**src/design/ip4cs_pkg.sv**
```systemverilog
`timescale 1ns / 1ps
// Shared types and constants for the IPv4 / L4 checksum engine.
// No dependencies; compiled first.
package ip4cs_pkg;

  // Packet length limit and TCP option allowance.
  localparam int MAX_PACKET_BYTES     = 65535;
  localparam int MAX_TCP_OPTION_BYTES = 40;

  // Protocol numbers.
  localparam logic [7:0] PROTO_ICMP = 8'd1;
  localparam logic [7:0] PROTO_TCP  = 8'd6;
  localparam logic [7:0] PROTO_UDP  = 8'd17;

  // Byte offsets of 16-bit words inside the IP header.
  localparam logic [15:0] OFF_PROTO_WORD = 16'd8;
  localparam logic [15:0] OFF_IP_CHECK   = 16'd10;
  localparam logic [15:0] OFF_ADDR_FIRST = 16'd12;
  localparam logic [15:0] OFF_ADDR_LAST  = 16'd18;

  // Byte offsets of 16-bit words inside the L4 segment.
  localparam logic [6:0] OFF_UDP_LEN   = 7'd4;
  localparam logic [6:0] OFF_UDP_CHECK = 7'd6;
  localparam logic [6:0] OFF_TCP_DOFF  = 7'd12;
  localparam logic [6:0] OFF_TCP_CHECK = 7'd16;

  localparam logic [15:0] SUM_MASK = 16'hFFFF;

  typedef enum logic [2:0] {
    ST_OK         = 3'd0,
    ST_SHORT_IP   = 3'd1,
    ST_SHORT_IHL  = 3'd2,
    ST_TCP_SHORT  = 3'd3,
    ST_TCP_DOFF   = 3'd4,
    ST_UDP_SHORT  = 3'd5,
    ST_ICMP_SHORT = 3'd6
  } status_t;

  typedef enum logic [1:0] {
    KIND_OTHER = 2'd0,
    KIND_TCP   = 2'd1,
    KIND_UDP   = 2'd2,
    KIND_ICMP  = 2'd3
  } kind_t;

endpackage

```
**src/design/ip4cs_in_if.sv**
```systemverilog
`timescale 1ns / 1ps
// Input byte channel of the IPv4 / L4 checksum engine.
// Standalone valid/ready interface; no package dependency.
interface ip4cs_in_if;
  logic       valid;
  logic       ready;
  logic [7:0] data_byte;
  logic       last;
  logic       is_fragment;

  modport source (output valid, data_byte, last, is_fragment, input ready);
  modport sink (input valid, data_byte, last, is_fragment, output ready);
endinterface

```
**src/design/ip4cs_out_if.sv**
```systemverilog
`timescale 1ns / 1ps
// Result channel of the IPv4 / L4 checksum engine.
// Standalone valid/ready interface; no package dependency.
interface ip4cs_out_if;
  logic        valid;
  logic        ready;
  logic [15:0] ip_checksum;
  logic [15:0] l4_checksum;
  logic [1:0]  l4_kind;
  logic [2:0]  status;

  modport source (output valid, ip_checksum, l4_checksum, l4_kind, status, input ready);
  modport sink (input valid, ip_checksum, l4_checksum, l4_kind, status, output ready);
endinterface

```
**src/design/ipv4_l4_checksum_engine_core.sv**
```systemverilog
`timescale 1ns / 1ps
// Top level of the IPv4 / TCP / UDP checksum engine.
// Depends on ip4cs_pkg, ip4cs_in_if and ip4cs_out_if.

// The engine takes an IPv4 packet one byte per transaction in wire order and
// returns one result transaction per packet, after the byte marked last. It
// sustains one byte per clock cycle while the input is not stalled: every
// byte passes through a single accumulate step (pair the byte into a 16-bit
// word, classify its offset and add it into the IP and L4 ones-complement
// sums). When the last byte is taken, the accumulated sums and captured
// header fields are moved into a finish register and the accumulators are
// cleared, so the next packet may start in the very next cycle. The finish
// stage then folds and inverts the sums, runs the length checks and loads
// the result register once that register is empty or being read. The result
// register decouples the output: bytes keep flowing while one result waits
// there, and the input stalls, whatever the byte, only while the finish
// register holds a packet that cannot move on because the result register
// is full and not being read. The IP checksum covers the
// header with its check field skipped; for unfragmented TCP and UDP the L4
// checksum adds the segment (check field skipped) and the pseudo-header. An
// odd final byte is padded with a zero low byte, and bytes past the maximum
// packet length are ignored while last still closes the packet.
module ipv4_l4_checksum_engine_core (
  input  logic clk,
  input  logic rst_n,
  ip4cs_in_if.sink    in_stream,
  ip4cs_out_if.source out_stream
);
  import ip4cs_pkg::*;

  // The IP header has at most 30 words, so its raw sum stays below 2^21.
  localparam int IP_SUM_W = 21;

  typedef struct packed {
    logic [IP_SUM_W-1:0] ip_sum;
    logic [31:0]         l4_sum;
    logic [3:0]          header_words;
    logic [7:0]          protocol_number;
    logic [3:0]          tcp_data_offset;
    logic [15:0]         udp_length;
    logic [15:0]         tcp_check_word;
    logic [15:0]         udp_check_word;
    logic [15:0]         byte_count;
    logic                is_fragment;
  } fin_t;

  // Fold a raw 32-bit sum to 16 bits with end-around carry and invert it.
  function automatic logic [15:0] fold_invert(input logic [31:0] s);
    logic [16:0] s1;
    logic [16:0] s2;
    s1 = {1'b0, s[31:16]} + {1'b0, s[15:0]};
    s2 = s1 + {16'b0, s1[16]};
    return ~s2[15:0];
  endfunction

  // Accumulator state.
  logic [15:0]         byte_count_r, byte_count_nxt;
  logic [IP_SUM_W-1:0] ip_sum_r, ip_sum_nxt;
  logic [31:0]         l4_sum_r, l4_sum_nxt;
  logic [3:0]          header_words_r, header_words_nxt;
  logic [7:0]          protocol_r, protocol_nxt;
  logic [7:0]          high_byte_r, high_byte_nxt;
  logic [3:0]          tcp_doff_r, tcp_doff_nxt;
  logic [15:0]         udp_len_r, udp_len_nxt;
  logic [15:0]         tcp_chk_r, tcp_chk_nxt;
  logic [15:0]         udp_chk_r, udp_chk_nxt;

  // Finish stage and result register.
  logic  fin_v_r;
  fin_t  fin_r;
  logic  out_valid_r;
  logic [15:0] out_ip_ck_r, out_l4_ck_r;
  kind_t       out_kind_r;
  status_t     out_status_r;

  logic in_fire, fin_adv;

  // Word assembly.
  logic        take_byte, pair_word, tail_word, word_en;
  logic [15:0] word_off, word_val;
  logic [15:0] hl_16;
  logic [6:0]  hl_7;
  logic        in_header, in_segment, in_addr;
  logic [16:0] l4_add;

  // The finish register is free when empty or when its result moves on this
  // cycle; a byte that does not end a packet never needs it, but a single
  // ready keeps the handshake independent of the payload.
  assign fin_adv         = fin_v_r && (!out_valid_r || out_stream.ready);
  assign in_stream.ready = !fin_v_r || fin_adv;
  assign in_fire         = in_stream.valid && in_stream.ready;

  always_comb begin
    take_byte = byte_count_r < 16'(MAX_PACKET_BYTES);

    // Header length is learned from byte 0, possibly in this very cycle.
    header_words_nxt = (take_byte && byte_count_r == 16'd0) ?
                       in_stream.data_byte[3:0] : header_words_r;
    high_byte_nxt    = (take_byte && !byte_count_r[0]) ? in_stream.data_byte : high_byte_r;
    byte_count_nxt   = take_byte ? byte_count_r + 16'd1 : byte_count_r;

    // At most one word completes per byte: either an odd byte closes a pair,
    // or the packet ends on an odd count and the held byte is zero padded.
    pair_word = take_byte && byte_count_r[0];
    tail_word = in_stream.last && byte_count_nxt[0];
    word_en   = pair_word || tail_word;
    word_off  = pair_word ? byte_count_r - 16'd1 : byte_count_nxt - 16'd1;
    word_val  = pair_word ? {high_byte_r, in_stream.data_byte} : {high_byte_nxt, 8'h00};

    hl_7       = {1'b0, header_words_nxt, 2'b00};
    hl_16      = {9'b0, hl_7};
    in_header  = word_off < hl_16;
    in_segment = !in_header;
    in_addr    = word_off >= OFF_ADDR_FIRST && word_off <= OFF_ADDR_LAST;

    ip_sum_nxt = ip_sum_r;
    if (word_en && in_header && word_off != OFF_IP_CHECK) begin
      ip_sum_nxt = ip_sum_r + IP_SUM_W'(word_val);
    end

    // Address words belong to the pseudo-header; with a short IHL they may
    // also fall inside the segment and then count twice.
    l4_add = ((word_en && in_addr) ? {1'b0, word_val} : 17'd0) +
             ((word_en && in_segment) ? {1'b0, word_val} : 17'd0);
    l4_sum_nxt = l4_sum_r + 32'(l4_add);

    protocol_nxt = (word_en && word_off == OFF_PROTO_WORD) ? word_val[7:0] : protocol_r;
    udp_len_nxt  = (word_en && word_off == hl_16 + 16'(OFF_UDP_LEN)) ? word_val : udp_len_r;
    udp_chk_nxt  = (word_en && word_off == hl_16 + 16'(OFF_UDP_CHECK)) ? word_val : udp_chk_r;
    tcp_doff_nxt = (word_en && word_off == hl_16 + 16'(OFF_TCP_DOFF)) ?
                   word_val[15:12] : tcp_doff_r;
    tcp_chk_nxt  = (word_en && word_off == hl_16 + 16'(OFF_TCP_CHECK)) ? word_val : tcp_chk_r;
  end

  // Accumulators: updated per byte, cleared after the last byte of a packet.
  always_ff @(posedge clk) begin
    if (!rst_n || (in_fire && in_stream.last)) begin
      byte_count_r   <= '0;
      ip_sum_r       <= '0;
      l4_sum_r       <= '0;
      header_words_r <= '0;
      protocol_r     <= '0;
      high_byte_r    <= '0;
      tcp_doff_r     <= '0;
      udp_len_r      <= '0;
      tcp_chk_r      <= '0;
      udp_chk_r      <= '0;
    end else if (in_fire) begin
      byte_count_r   <= byte_count_nxt;
      ip_sum_r       <= ip_sum_nxt;
      l4_sum_r       <= l4_sum_nxt;
      header_words_r <= header_words_nxt;
      protocol_r     <= protocol_nxt;
      high_byte_r    <= high_byte_nxt;
      tcp_doff_r     <= tcp_doff_nxt;
      udp_len_r      <= udp_len_nxt;
      tcp_chk_r      <= tcp_chk_nxt;
      udp_chk_r      <= udp_chk_nxt;
    end
  end

  // Snapshot of the packet's final state.
  always_ff @(posedge clk) begin
    if (!rst_n) begin
      fin_v_r <= 1'b0;
    end else if (in_fire && in_stream.last) begin
      fin_v_r <= 1'b1;
    end else if (fin_adv) begin
      fin_v_r <= 1'b0;
    end
  end

  always_ff @(posedge clk) begin
    if (in_fire && in_stream.last) begin
      fin_r.ip_sum          <= ip_sum_nxt;
      fin_r.l4_sum          <= l4_sum_nxt;
      fin_r.header_words    <= header_words_nxt;
      fin_r.protocol_number <= protocol_nxt;
      fin_r.tcp_data_offset <= tcp_doff_nxt;
      fin_r.udp_length      <= udp_len_nxt;
      fin_r.tcp_check_word  <= tcp_chk_nxt;
      fin_r.udp_check_word  <= udp_chk_nxt;
      fin_r.byte_count      <= byte_count_nxt;
      fin_r.is_fragment     <= in_stream.is_fragment;
    end
  end

  // Finish stage: fold the sums and run the length checks in the order
  // total length, header length, fragment, then the protocol checks.
  logic [16:0] n_17, hl_17, tcp_end_17, udp_end_17;
  logic [6:0]  thl_7;
  logic [15:0] pay_len;
  logic [15:0] chk_word;
  logic [31:0] l4_total;
  logic [15:0] ip_ck_nxt, l4_ck_nxt;
  kind_t       kind_nxt;
  status_t     status_nxt;

  always_comb begin
    n_17       = {1'b0, fin_r.byte_count};
    hl_17      = {11'b0, fin_r.header_words, 2'b00};
    thl_7      = {1'b0, fin_r.tcp_data_offset, 2'b00};
    tcp_end_17 = hl_17 + {10'b0, thl_7};
    udp_end_17 = hl_17 + {1'b0, fin_r.udp_length};
    pay_len    = fin_r.byte_count - hl_17[15:0];
    chk_word   = (fin_r.protocol_number == PROTO_TCP) ?
                 fin_r.tcp_check_word : fin_r.udp_check_word;
    l4_total   = fin_r.l4_sum - {16'b0, chk_word} +
                 {24'b0, fin_r.protocol_number} + {16'b0, pay_len};

    ip_ck_nxt  = fold_invert(32'(fin_r.ip_sum));
    l4_ck_nxt  = 16'h0000;
    kind_nxt   = KIND_OTHER;
    status_nxt = ST_OK;

    priority if (n_17 < 17'd20) begin
      status_nxt = ST_SHORT_IP;
      ip_ck_nxt  = 16'h0000;
    end else if (n_17 < hl_17) begin
      status_nxt = ST_SHORT_IHL;
      ip_ck_nxt  = 16'h0000;
    end else if (!fin_r.is_fragment) begin
      priority if (fin_r.protocol_number == PROTO_TCP) begin
        kind_nxt = KIND_TCP;
        priority if (n_17 < hl_17 + 17'd20 || n_17 < tcp_end_17) begin
          status_nxt = ST_TCP_SHORT;
        end else if (thl_7 < 7'd20 || thl_7 > 7'(20 + MAX_TCP_OPTION_BYTES)) begin
          status_nxt = ST_TCP_DOFF;
        end else begin
          l4_ck_nxt = fold_invert(l4_total) & SUM_MASK;
        end
      end else if (fin_r.protocol_number == PROTO_UDP) begin
        kind_nxt = KIND_UDP;
        priority if (n_17 < hl_17 + 17'd8 || n_17 < udp_end_17) begin
          status_nxt = ST_UDP_SHORT;
        end else begin
          l4_ck_nxt = fold_invert(l4_total) & SUM_MASK;
        end
      end else if (fin_r.protocol_number == PROTO_ICMP) begin
        kind_nxt = KIND_ICMP;
        if (n_17 < hl_17 + 17'd8) begin
          status_nxt = ST_ICMP_SHORT;
        end
      end else begin
        kind_nxt = KIND_OTHER;
      end
    end else begin
      kind_nxt = KIND_OTHER;
    end
  end

  // Result register.
  always_ff @(posedge clk) begin
    if (!rst_n) begin
      out_valid_r <= 1'b0;
    end else if (fin_adv) begin
      out_valid_r <= 1'b1;
    end else if (out_stream.ready) begin
      out_valid_r <= 1'b0;
    end
  end

  always_ff @(posedge clk) begin
    if (fin_adv) begin
      out_ip_ck_r  <= ip_ck_nxt;
      out_l4_ck_r  <= l4_ck_nxt;
      out_kind_r   <= kind_nxt;
      out_status_r <= status_nxt;
    end
  end

  assign out_stream.valid       = out_valid_r;
  assign out_stream.ip_checksum = out_ip_ck_r;
  assign out_stream.l4_checksum = out_l4_ck_r;
  assign out_stream.l4_kind     = out_kind_r;
  assign out_stream.status      = out_status_r;

  // A packet end always leaves the accumulators cleared for the next packet.
  a_clear_after_last: assert property (@(posedge clk) disable iff (!rst_n)
    in_fire && in_stream.last |=> byte_count_r == 16'd0 && l4_sum_r == 32'd0)
    else $error("accumulators not cleared after packet end");

  // A finished packet that cannot move on stays in the finish register.
  a_fin_holds: assert property (@(posedge clk) disable iff (!rst_n)
    fin_v_r && !fin_adv |=> fin_v_r)
    else $error("finish register dropped a packet");

  // Any failed check, or no TCP/UDP, yields a zero L4 checksum.
  a_l4_zero: assert property (@(posedge clk) disable iff (!rst_n)
    out_valid_r && (out_status_r != ST_OK || out_kind_r == KIND_OTHER ||
                    out_kind_r == KIND_ICMP) |-> out_l4_ck_r == 16'h0000)
    else $error("nonzero L4 checksum with no valid segment");

  // Too-short packets report a zero IP checksum and no L4 kind.
  a_ip_zero: assert property (@(posedge clk) disable iff (!rst_n)
    out_valid_r && (out_status_r == ST_SHORT_IP || out_status_r == ST_SHORT_IHL)
    |-> out_ip_ck_r == 16'h0000 && out_kind_r == KIND_OTHER)
    else $error("short packet with IP checksum or L4 kind");

endmodule
```
**src/flat_wrapper.sv**
```systemverilog
// flat-port wrapper written by rule: the top's interface ports become plain ports
module ipv4_l4_checksum_engine_core_flat import ip4cs_pkg::*;
  (clk, rst_n, in_stream_valid, in_stream_data_byte, in_stream_last, in_stream_is_fragment, in_stream_ready, out_stream_valid, out_stream_ip_checksum, out_stream_l4_checksum, out_stream_l4_kind, out_stream_status, out_stream_ready);
  ip4cs_in_if in_stream_i ();
  ip4cs_out_if out_stream_i ();
  input  logic clk;
  input  logic rst_n;
  input wire logic [$bits(in_stream_i.valid)-1:0] in_stream_valid;
  input wire logic [$bits(in_stream_i.data_byte)-1:0] in_stream_data_byte;
  input wire logic [$bits(in_stream_i.last)-1:0] in_stream_last;
  input wire logic [$bits(in_stream_i.is_fragment)-1:0] in_stream_is_fragment;
  output wire logic [$bits(in_stream_i.ready)-1:0] in_stream_ready;
  output wire logic [$bits(out_stream_i.valid)-1:0] out_stream_valid;
  output wire logic [$bits(out_stream_i.ip_checksum)-1:0] out_stream_ip_checksum;
  output wire logic [$bits(out_stream_i.l4_checksum)-1:0] out_stream_l4_checksum;
  output wire logic [$bits(out_stream_i.l4_kind)-1:0] out_stream_l4_kind;
  output wire logic [$bits(out_stream_i.status)-1:0] out_stream_status;
  input wire logic [$bits(out_stream_i.ready)-1:0] out_stream_ready;
  assign in_stream_i.valid = in_stream_valid;
  assign in_stream_i.data_byte = in_stream_data_byte;
  assign in_stream_i.last = in_stream_last;
  assign in_stream_i.is_fragment = in_stream_is_fragment;
  assign in_stream_ready = in_stream_i.ready;
  assign out_stream_valid = out_stream_i.valid;
  assign out_stream_ip_checksum = out_stream_i.ip_checksum;
  assign out_stream_l4_checksum = out_stream_i.l4_checksum;
  assign out_stream_l4_kind = out_stream_i.l4_kind;
  assign out_stream_status = out_stream_i.status;
  assign out_stream_i.ready = out_stream_ready;
  ipv4_l4_checksum_engine_core u_core (.clk(clk), .rst_n(rst_n), .in_stream(in_stream_i), .out_stream(out_stream_i));
endmodule
```
**config.mk**
```make
export PLATFORM = sky130hd
export DESIGN_NAME = ipv4_l4_checksum_engine_core_flat
export DESIGN_NICKNAME = d
export VERILOG_FILES = /design/src/design/ip4cs_pkg.sv /design/src/design/ip4cs_in_if.sv /design/src/design/ip4cs_out_if.sv /design/src/design/ipv4_l4_checksum_engine_core.sv /design/src/flat_wrapper.sv
export SDC_FILE = /design/constraint.sdc
export NUM_CORES = 1
export LEC_CHECK = 0
export ABC_AREA = 1
export BUFFER_PORTS_ARGS = -buffer_cell sky130_fd_sc_hd__buf_4
export CAP_MARGIN = 20
export CORE_ASPECT_RATIO = 0.7
export CORE_MARGIN = 4
export CORE_UTILIZATION = 65
export DETAILED_ROUTE_END_ITERATION = 10
export PLACE_DENSITY = 0.82
export SYNTH_ARGS = -nofsm -noshare
export SYNTH_HDL_FRONTEND = slang
export SYNTH_SLANG_ARGS = --single-unit
```
**constraint.sdc**
```tcl
create_clock -name clk -period 12.4 [get_ports clk]
set_clock_uncertainty 0.15 [all_clocks]
set_input_delay 2.48 -clock clk [delete_from_list [all_inputs] [get_ports clk]]
set_output_delay 2.48 -clock clk [all_outputs]
set_load 0.1 [all_outputs]
```
==> impl_metrics.csv <==
group,metric,value,unit
sta,holdWs,313.7,ps
pwr,p_leak,12.32,nW
floorplan,rows,56,
worst_setup_path,path_max_fanout,32,
cells_and_area,fillers,2641,
routing,wirelength,63.33,mm
global_route,gr-total-overflow,0,
logic_synthesis,syn_avg_cell_area,7.556,µm²
logic_synthesis,synth-seq-area-share,35.71,%
floorplan,die_area,0.03754,mm²
sta,setup_viol,0,
cells_and_area,utilization,71.87,%
routing,via_count,20180,
global_route,grt_pass1_vias,18292,
global_route,antenna_found_initial,2,
logic_synthesis,synth_ff_type,"edfxtp_1",
logic_synthesis,synth-edff-count,171,
worst_setup_path,cp_common_cell,"inv_1",
routing,drt-pass1-iter-count,6,
logic_synthesis,synthTopCellsByArea,"edfxtp_1 23%, dfxtp_1 13%, nand2_1 11%",
clock_tree,cts-buffers-inserted,31,
global_route,grt_pass1_wl,98.29,mm
clock_tree,htreeDepth,1,
routing,drc,0,
clock_tree,cts_resized,0,
cells_and_area,drive_gt1_share,6.468,%
floorplan,initial_core_util,66.32,%
run_status,status,"finished clean",
worst_setup_path,endpoint_kind,"register",
logic_synthesis,ys_ff_latch,314,
global_route,grt_max_degree,103,
pwr,switching_share,39.30,%
clock_tree,cts.sinks,314,
sta,slew_viol_final,0,
logic_synthesis,synth_cells,2964,
sta,grt_setup_unrepaired,"no",
placed_design,io_buffers,52,
logic_synthesis,synthDistinctLibCells,50,
floorplan,fp.coreArea,0.03377,mm²
global_route,grt_usage,32.97,%
logic_synthesis,ys_top_cells_by_count,"657 x nand2_1, 439 x inv_1, 305 x nor2_1",
pwr,power_frac_clock,27.4,%
clock_tree,tritoncts,"yes",
placed_design,gp_congestion,0.9972,
worst_setup_path,slowest_delay,730,ps
cells_and_area,seqCellArea,0.007998,mm²
routing,drtIter0Drc,2323,
pwr,power_switching,1.457,mW
cells_and_area,multi_input_area,0.01236,mm²
sta,tightestPinTransition,1182,ps
worst_setup_path,crit_slowest_cell,"inv_1",
placed_design,place_ws,2789,ps
sta,max_freq,101.8,MHz
sta,final.min_clock_period,9827,ps
floorplan,die_height,163.3,µm
clock_tree,cts_setup_buffers,0,
routing,drt-wirelength-per-cell,18.20,µm
sta,hold_viol,0,
worst_setup_path,start_kind,"register",
worst_setup_path,required,12800,ps
global_route,busiest_layer,"met1",
cells_and_area,layout.nets,3222,
clock_tree,clkTransAtPathRegs,70,ps
sta,max_slew_margin,20.65,%
pwr,vdd_drop_max,0.0001758,V
cells_and_area,area_growth,8.374,%
pwr,power.density,152.8,mW/mm²
pwr,p_int,2.251,mW
clock_tree,clk_path_buf_depth,3,
run,max_cap_viol_count,0,
logic_synthesis,netlist_area,0.02240,mm²
global_route,globalRouteMet1Util,49.79,%
global_route,use_met3,8.020,%
sta,timing.final.crit_share,79.25,%
logic_synthesis,yosys_warnings,0,
floorplan,die_w,229.9,µm
worst_setup_path,worstPathArrival,10230,ps
global_route,met2_usage,47.05,%
logic_synthesis,yosys.area.top_type,"edfxtp_1",
clock_tree,postCtsHoldBufs,0,
clock_tree,cts_root_buffer,"clkbuf_16",
sta,setup_slack,2573,ps
worst_setup_path,path_class,"register to register",
placed_design,hpwlAfterDp,47.43,mm
logic_synthesis,synthArstFlopShare,0,%
clock_tree,clk_latency,610,ps
logic_synthesis,synth_top_area_share,22.93,%
min_path,hold_class,"register to register",
floorplan,num_io_pins,53,
logic_synthesis,syn-num-nets,3196,
routing,viasPerCell,5.801,
logic_synthesis,yosysMostFrequentCell,"nand2_1",
sta,fin_setup_tns,0,ps
routing,ant_nets,0,
pwr,seqPwrFrac,32.4,%
pwr,combPwrFrac,40.2,%
cells_and_area,insertedDiodeCount,0,
## worst max-delay path: cells and delay by family (launching register included)
family,cells,cell delay (ps)
DFF,1,450
adders and majority gates,6,1630
and+or+nand+nor,21,3750
buffers and inverters,11,1780
AOI/OAI and AO/OA,10,1670
xor gates and xnor gates,2,320
## sequential cells by signal (all words and copies together), names as in the netlist, 8 cells and up
register and count:
u_core.tcp_chk_r 16, u_core.out_stream.ip_checksum 16, u_core.byte_count_r 16, u_core.high_byte_r 8, u_core.protocol_r 8, u_core.udp_len_r 16
u_core.fin_r 134, u_core.ip_sum_r 21, u_core.udp_chk_r 16, u_core.l4_sum_r 32, u_core.out_stream.l4_checksum 16
## kinds of logic after synthesis
family	share of synthesized area (%)
AND/OR/NAND/NOR	24.31
buffers and inverters	9.184
AO/OA/AOI/OAI	11.08
flip-flops	35.71
adder cells (fa/ha/maj)	13.25
XOR/XNOR	6.061
multiplexers	0.4023
## per-layer routing
| metal | part of all wire [%] | wire, µm | vias up |
|---|---|---|---|
| met5 | 0.021 | 13 | - |
| met4 | 3.1 | 1988 | 2 |
| met3 | 12 | 7412 | 134 |
| met2 | 40 | 25440 | 1033 |
| met1 | 45 | 28480 | 9268 |
| li1 | - | - | 9743 |
## power by group through the flow
stage                     sequential (mW)  clock [mW]  combinational [mW]
after floorplan                      1.24           0                1.07
final                                1.20        1.02                1.49
after global routing                 1.21        1.06                1.64
after CTS                            1.20        1.02                1.45
after detailed placement             1.22           0                1.43
after global placement               1.22           0                1.40
## placed cells by master (no fill, tap or decap), types with 5 or more instances in the layout
master	netlist	layout
a211oi_1	10	10
a21boi_0	7	7
a21o_1	6	6
a21oi_1	197	196
a31oi_1	9	9
buf_4	0	69
clkbuf_1	45	5
clkbuf_16	0	33
clkinv_2	0	8
dfxtp_1	143	143
edfxtp_1	171	171
fa_1	32	32
ha_1	186	186
inv_1	439	437
inv_2	16	16
mux2i_1	9	9
nand2_1	657	655
nand2_2	15	16
nand3_1	157	157
nand3_2	5	5
nand4_1	71	71
nor2_1	305	305
nor2_2	11	11
nor3_1	19	19
nor4_1	12	12
o211ai_1	7	7
o21a_1	6	6
o21ai_0	153	153
o21ai_1	36	36
o21bai_1	21	21
or2_2	6	6
xnor2_1	53	53
xor2_1	102	102
## per-stage QoR
step	cells	area [µm²]	total power, mW
2_1_floorplan	2964	22400	2.313
3_3_place_gp	3420	23180	2.615
3_5_place_dp	3420	23180	2.655
4_1_cts	3478	24270	3.667
5_1_grt	3479	24270	3.906
6_report	3479	24270	3.708
## layout make-up
type                            count  area share, %
Clock inverter                     19         0.9382
Timing Repair Buffer               70          2.155
Multi-Input combinational cell   2116          50.94
Tap cell                          464          2.392
Inverter                          457          7.088
Sequential cell                   314          32.95
Clock buffer                       39          3.536
## worst paths after layout
check / endpoint / slack (ps) / depth (start not counted) / start
min reg2reg: u_core.high_byte_r[5]$_SDFFE_PP0P_ / 310 / 2 / u_core.high_byte_r[5]$_SDFFE_PP0P_
max reg2reg: u_core.l4_sum_r[30]$_SDFFE_PP0P_ / 2570 / 50 / u_core.byte_count_r[0]$_SDFFE_PP0P_
max: u_core.l4_sum_r[30]$_SDFFE_PP0P_ / 2570 / 50 / u_core.byte_count_r[0]$_SDFFE_PP0P_
min: u_core.high_byte_r[5]$_SDFFE_PP0P_ / 310 / 2 / u_core.high_byte_r[5]$_SDFFE_PP0P_
(Power assumes the default switching activity.)
